===== src/rtl/olir_pkg.sv =====
package olir_pkg;

    // Storage size
    localparam int CAPACITY      = 1024;
    localparam int ELEMENT_WIDTH = 32;
    localparam int ADDR_W        = $clog2(CAPACITY);
    localparam int CNT_W         = $clog2(CAPACITY + 1);

    // Beat field widths
    localparam int ACTION_W = 2;
    localparam int INDEX_W  = 10;
    localparam int VALUE_W  = 32;
    localparam int STATUS_W = 1;
    localparam int ELEM_W   = 32;
    localparam int COUNT_W  = 11;

    // Command queue between front and back
    localparam int QUEUE_DEPTH = 2;
    localparam int QPTR_W      = $clog2(QUEUE_DEPTH);
    localparam int QFILL_W     = $clog2(QUEUE_DEPTH + 1);

    localparam logic STATUS_OK  = 1'b0;
    localparam logic STATUS_ERR = 1'b1;

    typedef enum logic [ACTION_W-1:0] {
        OP_APPEND = 2'd0,
        OP_READ   = 2'd1,
        OP_POP    = 2'd2,
        OP_REMOVE = 2'd3
    } olir_op_t;

    typedef enum logic [1:0] {
        ST_IDLE,
        ST_RD_WAIT,
        ST_RM_HEAD,
        ST_RM_SHIFT
    } olir_state_t;

    typedef struct packed {
        olir_op_t             op;
        logic [INDEX_W-1:0]   index;
        logic [VALUE_W-1:0]   value;
    } olir_cmd_t;

    function automatic logic [ELEMENT_WIDTH-1:0] to_elem(input logic [VALUE_W-1:0] v);
        logic [63:0] w;
        w = 64'(v);
        return w[ELEMENT_WIDTH-1:0];
    endfunction

    function automatic logic [ELEM_W-1:0] to_field(input logic [ELEMENT_WIDTH-1:0] e);
        logic [63:0] w;
        w = 64'(e);
        return w[ELEM_W-1:0];
    endfunction

endpackage


===== src/rtl/olir_req_if.sv =====
interface olir_req_if;
    logic                          valid;
    logic                          ready;
    logic [olir_pkg::ACTION_W-1:0] action;
    logic [olir_pkg::INDEX_W-1:0]  index;
    logic [olir_pkg::VALUE_W-1:0]  value;

    modport source (output valid, action, index, value, input ready);
    modport sink   (input valid, action, index, value, output ready);
endinterface


===== src/rtl/olir_front.sv =====
module olir_front (
    input  logic                clk,
    input  logic                rst_n,
    olir_req_if.sink            req,
    output logic                cmd_valid,
    output olir_pkg::olir_cmd_t cmd,
    input  logic                cmd_take
);
    import olir_pkg::*;

    olir_cmd_t           fifo_reg [QUEUE_DEPTH];
    logic [QPTR_W-1:0]   wr_ptr_reg, wr_ptr_next;
    logic [QPTR_W-1:0]   rd_ptr_reg, rd_ptr_next;
    logic [QFILL_W-1:0]  fill_reg, fill_next;
    logic                push;
    olir_cmd_t           in_cmd;

    assign req.ready = (fill_reg < QFILL_W'(QUEUE_DEPTH));
    assign push      = req.valid && req.ready;

    // decode the beat into a command
    always_comb
    begin
        in_cmd.op    = olir_op_t'(req.action);
        in_cmd.index = req.index;
        in_cmd.value = req.value;
    end

    always_comb
    begin
        wr_ptr_next = wr_ptr_reg;
        rd_ptr_next = rd_ptr_reg;
        fill_next   = fill_reg;
        if (push)
        begin
            wr_ptr_next = (32'(wr_ptr_reg) == QUEUE_DEPTH - 1) ? '0 : wr_ptr_reg + 1'b1;
        end
        if (cmd_take)
        begin
            rd_ptr_next = (32'(rd_ptr_reg) == QUEUE_DEPTH - 1) ? '0 : rd_ptr_reg + 1'b1;
        end
        case ({push, cmd_take})
            2'b10:   fill_next = fill_reg + 1'b1;
            2'b01:   fill_next = fill_reg - 1'b1;
            default: fill_next = fill_reg;
        endcase
    end

    always_ff @(posedge clk or negedge rst_n)
    begin
        if (!rst_n)
        begin
            wr_ptr_reg <= '0;
            rd_ptr_reg <= '0;
            fill_reg   <= '0;
        end
        else
        begin
            wr_ptr_reg <= wr_ptr_next;
            rd_ptr_reg <= rd_ptr_next;
            fill_reg   <= fill_next;
        end
    end

    always_ff @(posedge clk)
    begin
        if (push)
        begin
            fifo_reg[wr_ptr_reg] <= in_cmd;
        end
    end

    assign cmd_valid = (fill_reg != '0);
    assign cmd       = fifo_reg[rd_ptr_reg];
endmodule


===== src/flat_wrapper.sv =====
// flat-port wrapper written by rule: the top's interface ports become plain ports
module olir_front_flat import olir_pkg::*;
  (clk, rst_n, cmd_valid, cmd, cmd_take, req_valid, req_action, req_index, req_value, req_ready);
  olir_req_if req_i ();
  input  logic clk;
  input  logic rst_n;
  output logic cmd_valid;
  output olir_pkg::olir_cmd_t cmd;
  input  logic cmd_take;
  input wire logic [$bits(req_i.valid)-1:0] req_valid;
  input wire logic [$bits(req_i.action)-1:0] req_action;
  input wire logic [$bits(req_i.index)-1:0] req_index;
  input wire logic [$bits(req_i.value)-1:0] req_value;
  output wire logic [$bits(req_i.ready)-1:0] req_ready;
  assign req_i.valid = req_valid;
  assign req_i.action = req_action;
  assign req_i.index = req_index;
  assign req_i.value = req_value;
  assign req_ready = req_i.ready;
  olir_front u_core (.clk(clk), .rst_n(rst_n), .req(req_i), .cmd_valid(cmd_valid), .cmd(cmd), .cmd_take(cmd_take));
endmodule

===== config.mk =====
export PLATFORM = sky130hd
export DESIGN_NAME = olir_front_flat
export DESIGN_NICKNAME = d
export VERILOG_FILES = /design/src/rtl/olir_pkg.sv /design/src/rtl/olir_req_if.sv /design/src/rtl/olir_front.sv /design/src/flat_wrapper.sv
export SDC_FILE = /design/constraint.sdc
export NUM_CORES = 1
export LEC_CHECK = 0
export ABC_CLOCK_PERIOD_IN_PS = 3680
export BUFFER_PORTS_ARGS = -buffer_cell sky130_fd_sc_hd__buf_2
export CORE_MARGIN = 10
export CORE_UTILIZATION = 40
export CTS_BUF_LIST = sky130_fd_sc_hd__clkbuf_4
export DETAILED_ROUTE_END_ITERATION = 6
export GPL_ROUTABILITY_DRIVEN = 0
export PLACE_DENSITY = 0.7
export RECOVER_POWER = 25
export SYNTH_ARGS = -nofsm -noshare
export SYNTH_HDL_FRONTEND = slang
export SYNTH_SLANG_ARGS = --single-unit

===== constraint.sdc =====
create_clock -name clk -period 3.68 [get_ports clk]
set_clock_uncertainty 0.05 [all_clocks]
set_input_delay 0.736 -clock clk [delete_from_list [all_inputs] [get_ports clk]]
set_output_delay 0.736 -clock clk [all_outputs]
set_load 0.05 [all_outputs]

## Yosys cells after proc, flatten, opt, wreduce, memory -nomap -nowiden

Memory sizes are Yosys's and may differ from the RTL's.
Cells that the tools add are included.
Widths: inputs -> output; s select.

| cells by class | value |
|---|---|
| add/sub/neg operators | 4 |
| $lt $le $gt $ge | 1 |
| eq/ne operators | 2 |
| mux-type cells | 5 |
| reductions and logical operators | 3 |

Operators with widths:

| operator | count |
|---|---|
| $mux 1 | 4 |
| $pmux 2 s2 | 1 |
| $reduce_bool 2->1 | 2 |
| $add 1x1->1 const B | 2 |
| $add 2x1->2 const B | 1 |
| $eq 2x1->1 const B | 1 |
| $eq 2x2->1 const B | 1 |
| $lt 2x2->1 const B | 1 |
| $sub 2x1->2 const B | 1 |
| $logic_and 1x1->1 | 1 |

| word-level totals | value |
|---|---|
| flip-flop bits (word level) | 4 |
| bits in writable memories | 88 |
| input port bits | 48 |
| output and inout port bits | 46 |
| word-level logic and storage cells | 19 |
| memories kept | 1 |

Memories:

| memory | words | width | read ports | clocked after Yosys merged registers in | write ports | RTL line | RTL |
|---|---|---|---|---|---|---|---|
| u_core.fifo_reg | 2 | 44 | 1 | 0 | 1 | olir_front.sv:11 | `olir_cmd_t fifo_reg [QUEUE_DEPTH];` |

## Logic depth before layout (Yosys ltp)

| depth | value |
|---|---|
| depth after elaboration | 4 |
| mapped depth | 6 |
| gate-level depth less buffers | 6 |

## Worst setup path after synthesis

OpenSTA, ideal clock, no wires.

| timing path | value |
|---|---|
| kind | reg-to-reg |
| start | register u_core.fill_reg[1] |
| end | memory u_core.fifo_reg[0][0] in the netlist's numbering (enable) |
| arrival time | 2.783 ns |
| data required time | 3.184 ns |
| path slack | 0.401 ns |
| stages on the path, launching flop included | 4 |
| path buffers | 0 |
| period minus slack after synthesis | 3.279 ns |
| cells stage by stage | dfrtp_1 -> inv_1 -> nand2_1 -> nor2_1 |

| between the ends | value |
|---|---|
| word-level cells in the longest chain between the ends | 4 |

Ends and longest elaborated chain:

| element | RTL line | RTL |
|---|---|---|
| start: declaration | olir_front.sv:14 | `logic [QFILL_W-1:0] fill_reg, fill_next;` |
| start signal: assignment | olir_front.sv:61 | `fill_reg <= fill_next;` |
| $lt 2x2->1 | olir_front.sv:18 | `assign req.ready = (fill_reg < QFILL_W'(QUEUE_DEPTH));` |
| via req_ready | flat_wrapper.sv:14 | `output wire logic [$bits(req_i.ready)-1:0] req_ready;` |
| $logic_and 1x1->1 | olir_front.sv:19 | `assign push = req.valid && req.ready;` |
| $mux 1 | olir_front.sv:67 | `if (push)` |
| $mux 1 (not written as such) | olir_front.sv:69 | `fifo_reg[wr_ptr_reg] <= in_cmd;` |
| end: declaration | olir_front.sv:11 |  |

The timed path passes the listed nets, and every way through them passes these cells.

==> reports/metrics.csv <==
metric,value,unit
I/O pin total,94,
Reg2Reg Depth,2,
Fin. Hold Viols,0,
Die Y,114,um
Area Growth Syn to Fin,19.0,%
hold_ws,423,ps
power density cells,861,mW/mm^2
Die W,114,um
"top cells by area, synth","edfxtp_1 74%, mux2_4 16%, dfrtp_1 2.8%",
clk buf depth,2,
initial antenna violation count,0,
DR DRC count,0,
H-tree Lvls,3,
status,completed,
ANT nets after route,0,
routed via count,1694,
Worst Setup End Kind,output port,
"CTS clk-pin slew, worst paths",150,ps
cell breakdown of the critical path,buf_12 > mux2_2 > buf_2,
TritonCTS clock tree,built,
kind of critical path,reg2out,
DRT iter0 DRCs,83,
Worst Setup SP,u_core.rd_ptr_reg,
DP Worst Slack,1150,ps
fraction of layout cells with a size suffix above 1,55.8,%
largest net degree at the start of global routing,45,
distinct cell type count after synthesis,14,
YS warnings,0,
Clock Sinks,92,
setup TNS,0,ps
Detailed Routing Iterations Pass 1,4,
most frequent cells in the layout,"88 x edfxtp_1, 81 x buf_2, 39 x mux2_4",
CP arrival,2160,ps
min-delay src,req_index[1],
Seq cells post-synth,92,
Mean Syn Cell Area,23.3,um^2
R2R Setup Slk,1810,ps
Lkg Pwr,1.65,nW
final net count,304,
syn_nets,202,
root buffer cell,clkbuf_4,
fin worst setup slack,729,ps
unrepaired setup endpoints after global routing,false,
Max Slew Vio Count,0,
Max Clock Freq,0.339,GHz
DIE AREA,0.0131,mm^2
worst slew pin tran,1080,ps
DP HPWL,4200,um
Largest register FFs,88,
CP peak stage delay,850,ps
vias per cell,4.60,
cell area after synthesis,0.00356,mm^2
fin crit share,80.2,%
clk_lat worst skew,420,ps
# diodes,0,
max_cap viols,0,
reg-to-reg critical path endpoint,u_core.fifo_reg[1][42],
Rows,34,
CP max FO,25,
final WL,6260,um
"commonest non-fill, non-tap cell in the layout",edfxtp_1,
PnR Total Power,3.65,mW
slowest cell on the critical path,dfrtp_2,
hold endpoint,u_core.fifo_reg[0][33],
IO buf count,93,
hold path cells,1,
Routed wire per std cell,17.0,um
min cycle time layout,2950,ps
Total Routing Usage GR,9.65,%
Synth area leader,edfxtp_1,
Worst Hold Class,in2reg,
Core Region,0.00868,mm^2
initial core utilization,41.0,%
post-synthesis sequential area ratio,77.0,%
R2R Path Start,u_core.fill_reg[1],
Synth top area share,74.2,%
startpoint types,flop,
final setup fails,0,
Overflow after GRT,0,
number of buffers created by CTS,9,
maximum VDD drop,0.000690,V
Worst EP required,2890,ps
first-pass GRT wire length,9540,um
Post-Syn Instances,153,
Slew headroom,28.3,%
vias in the first global route,1951,
==> power breakdown <==
group | leakage, nW | switching [mW] | internal [mW]
registers | 0.853 | 0.117 | 1.38
clock network | 0.0710 | 0.325 | 0.204
logic | 0.730 | 1.09 | 0.537
total | 1.65 | 1.53 | 2.12
==> per-layer routing <==
layer / vias to the layer above / track usage, % / routed length, um
li1: 803 / - / -
met1: 819 / 9.72 / 2420
met2: 63 / 15.9 / 3150
met3: 9 / 5.71 / 600
met4: 0 / 4.01 / 87
met5: - / 0 / 0
==> stage by stage <==
step | cell area [um^2] | std cells | utilization [%]
2_1_floorplan | 3560 | 153 | -
3_3_place_gp | 4110 | 351 | 47.3
3_5_place_dp | 4110 | 351 | 47.3
4_1_cts | 4240 | 367 | 48.9
5_1_grt | 4240 | 368 | 48.8
6_report | 4240 | 368 | 48.8
==> critical path, delay by kind of cell (launching register included) <==
kind | cells | cell delay [ps]
buf+inv | 2 | 520
flops | 1 | 850
mux | 1 | 360
==> worst max path at each step <==
stage | to | slack [ps] | depth (start not counted)
detailed placement | cmd[19] | 1150 | 3
global placement | cmd[19] | 1200 | 3
floorplan | u_core.fifo_reg[0][0] | 400 | 3
CTS | cmd[19] | 670 | 3
finish | cmd[19] | 730 | 3
global route | cmd[19] | 610 | 3
==> cells in the mapped netlist (all sizes together) <==
library cell,n
edfxtp,88
and3,1
nor2,2
nand2,1
or2,1
buf,5
xor2,1
inv,1
ha,1
xnor2,4
dfrtp,4
mux2,44
==> logic make-up after synthesis <==
logic type | share of synthesized area (%)
buf+inv | 2.67
xor+xnor | 1.23
fa+ha+maj | 0.351
mux | 18.0
flops | 77.0
simple gates | 0.668
==> layout make-up <==
| class | count | area (um^2) |
|---|---|---|
| clock inverters | 7 | 67.6 |
| repair buffers | 96 | 488 |
| fillers | 754 | 4440 |
| multi-input cells | 55 | 731 |
| inverters | 1 | 3.75 |
| well taps | 108 | 135 |
| clock buffers | 9 | 67.6 |
| flip-flops and latches | 92 | 2740 |
==> timing repair <==
item	CTS	global route
hold buffers	0	1
buffers inserted	0	0
endpoints found under the setup margin	0	0
resized for setup	0	0
hold endpoints to repair	0	4
Power figures use the tool's default switching activity.
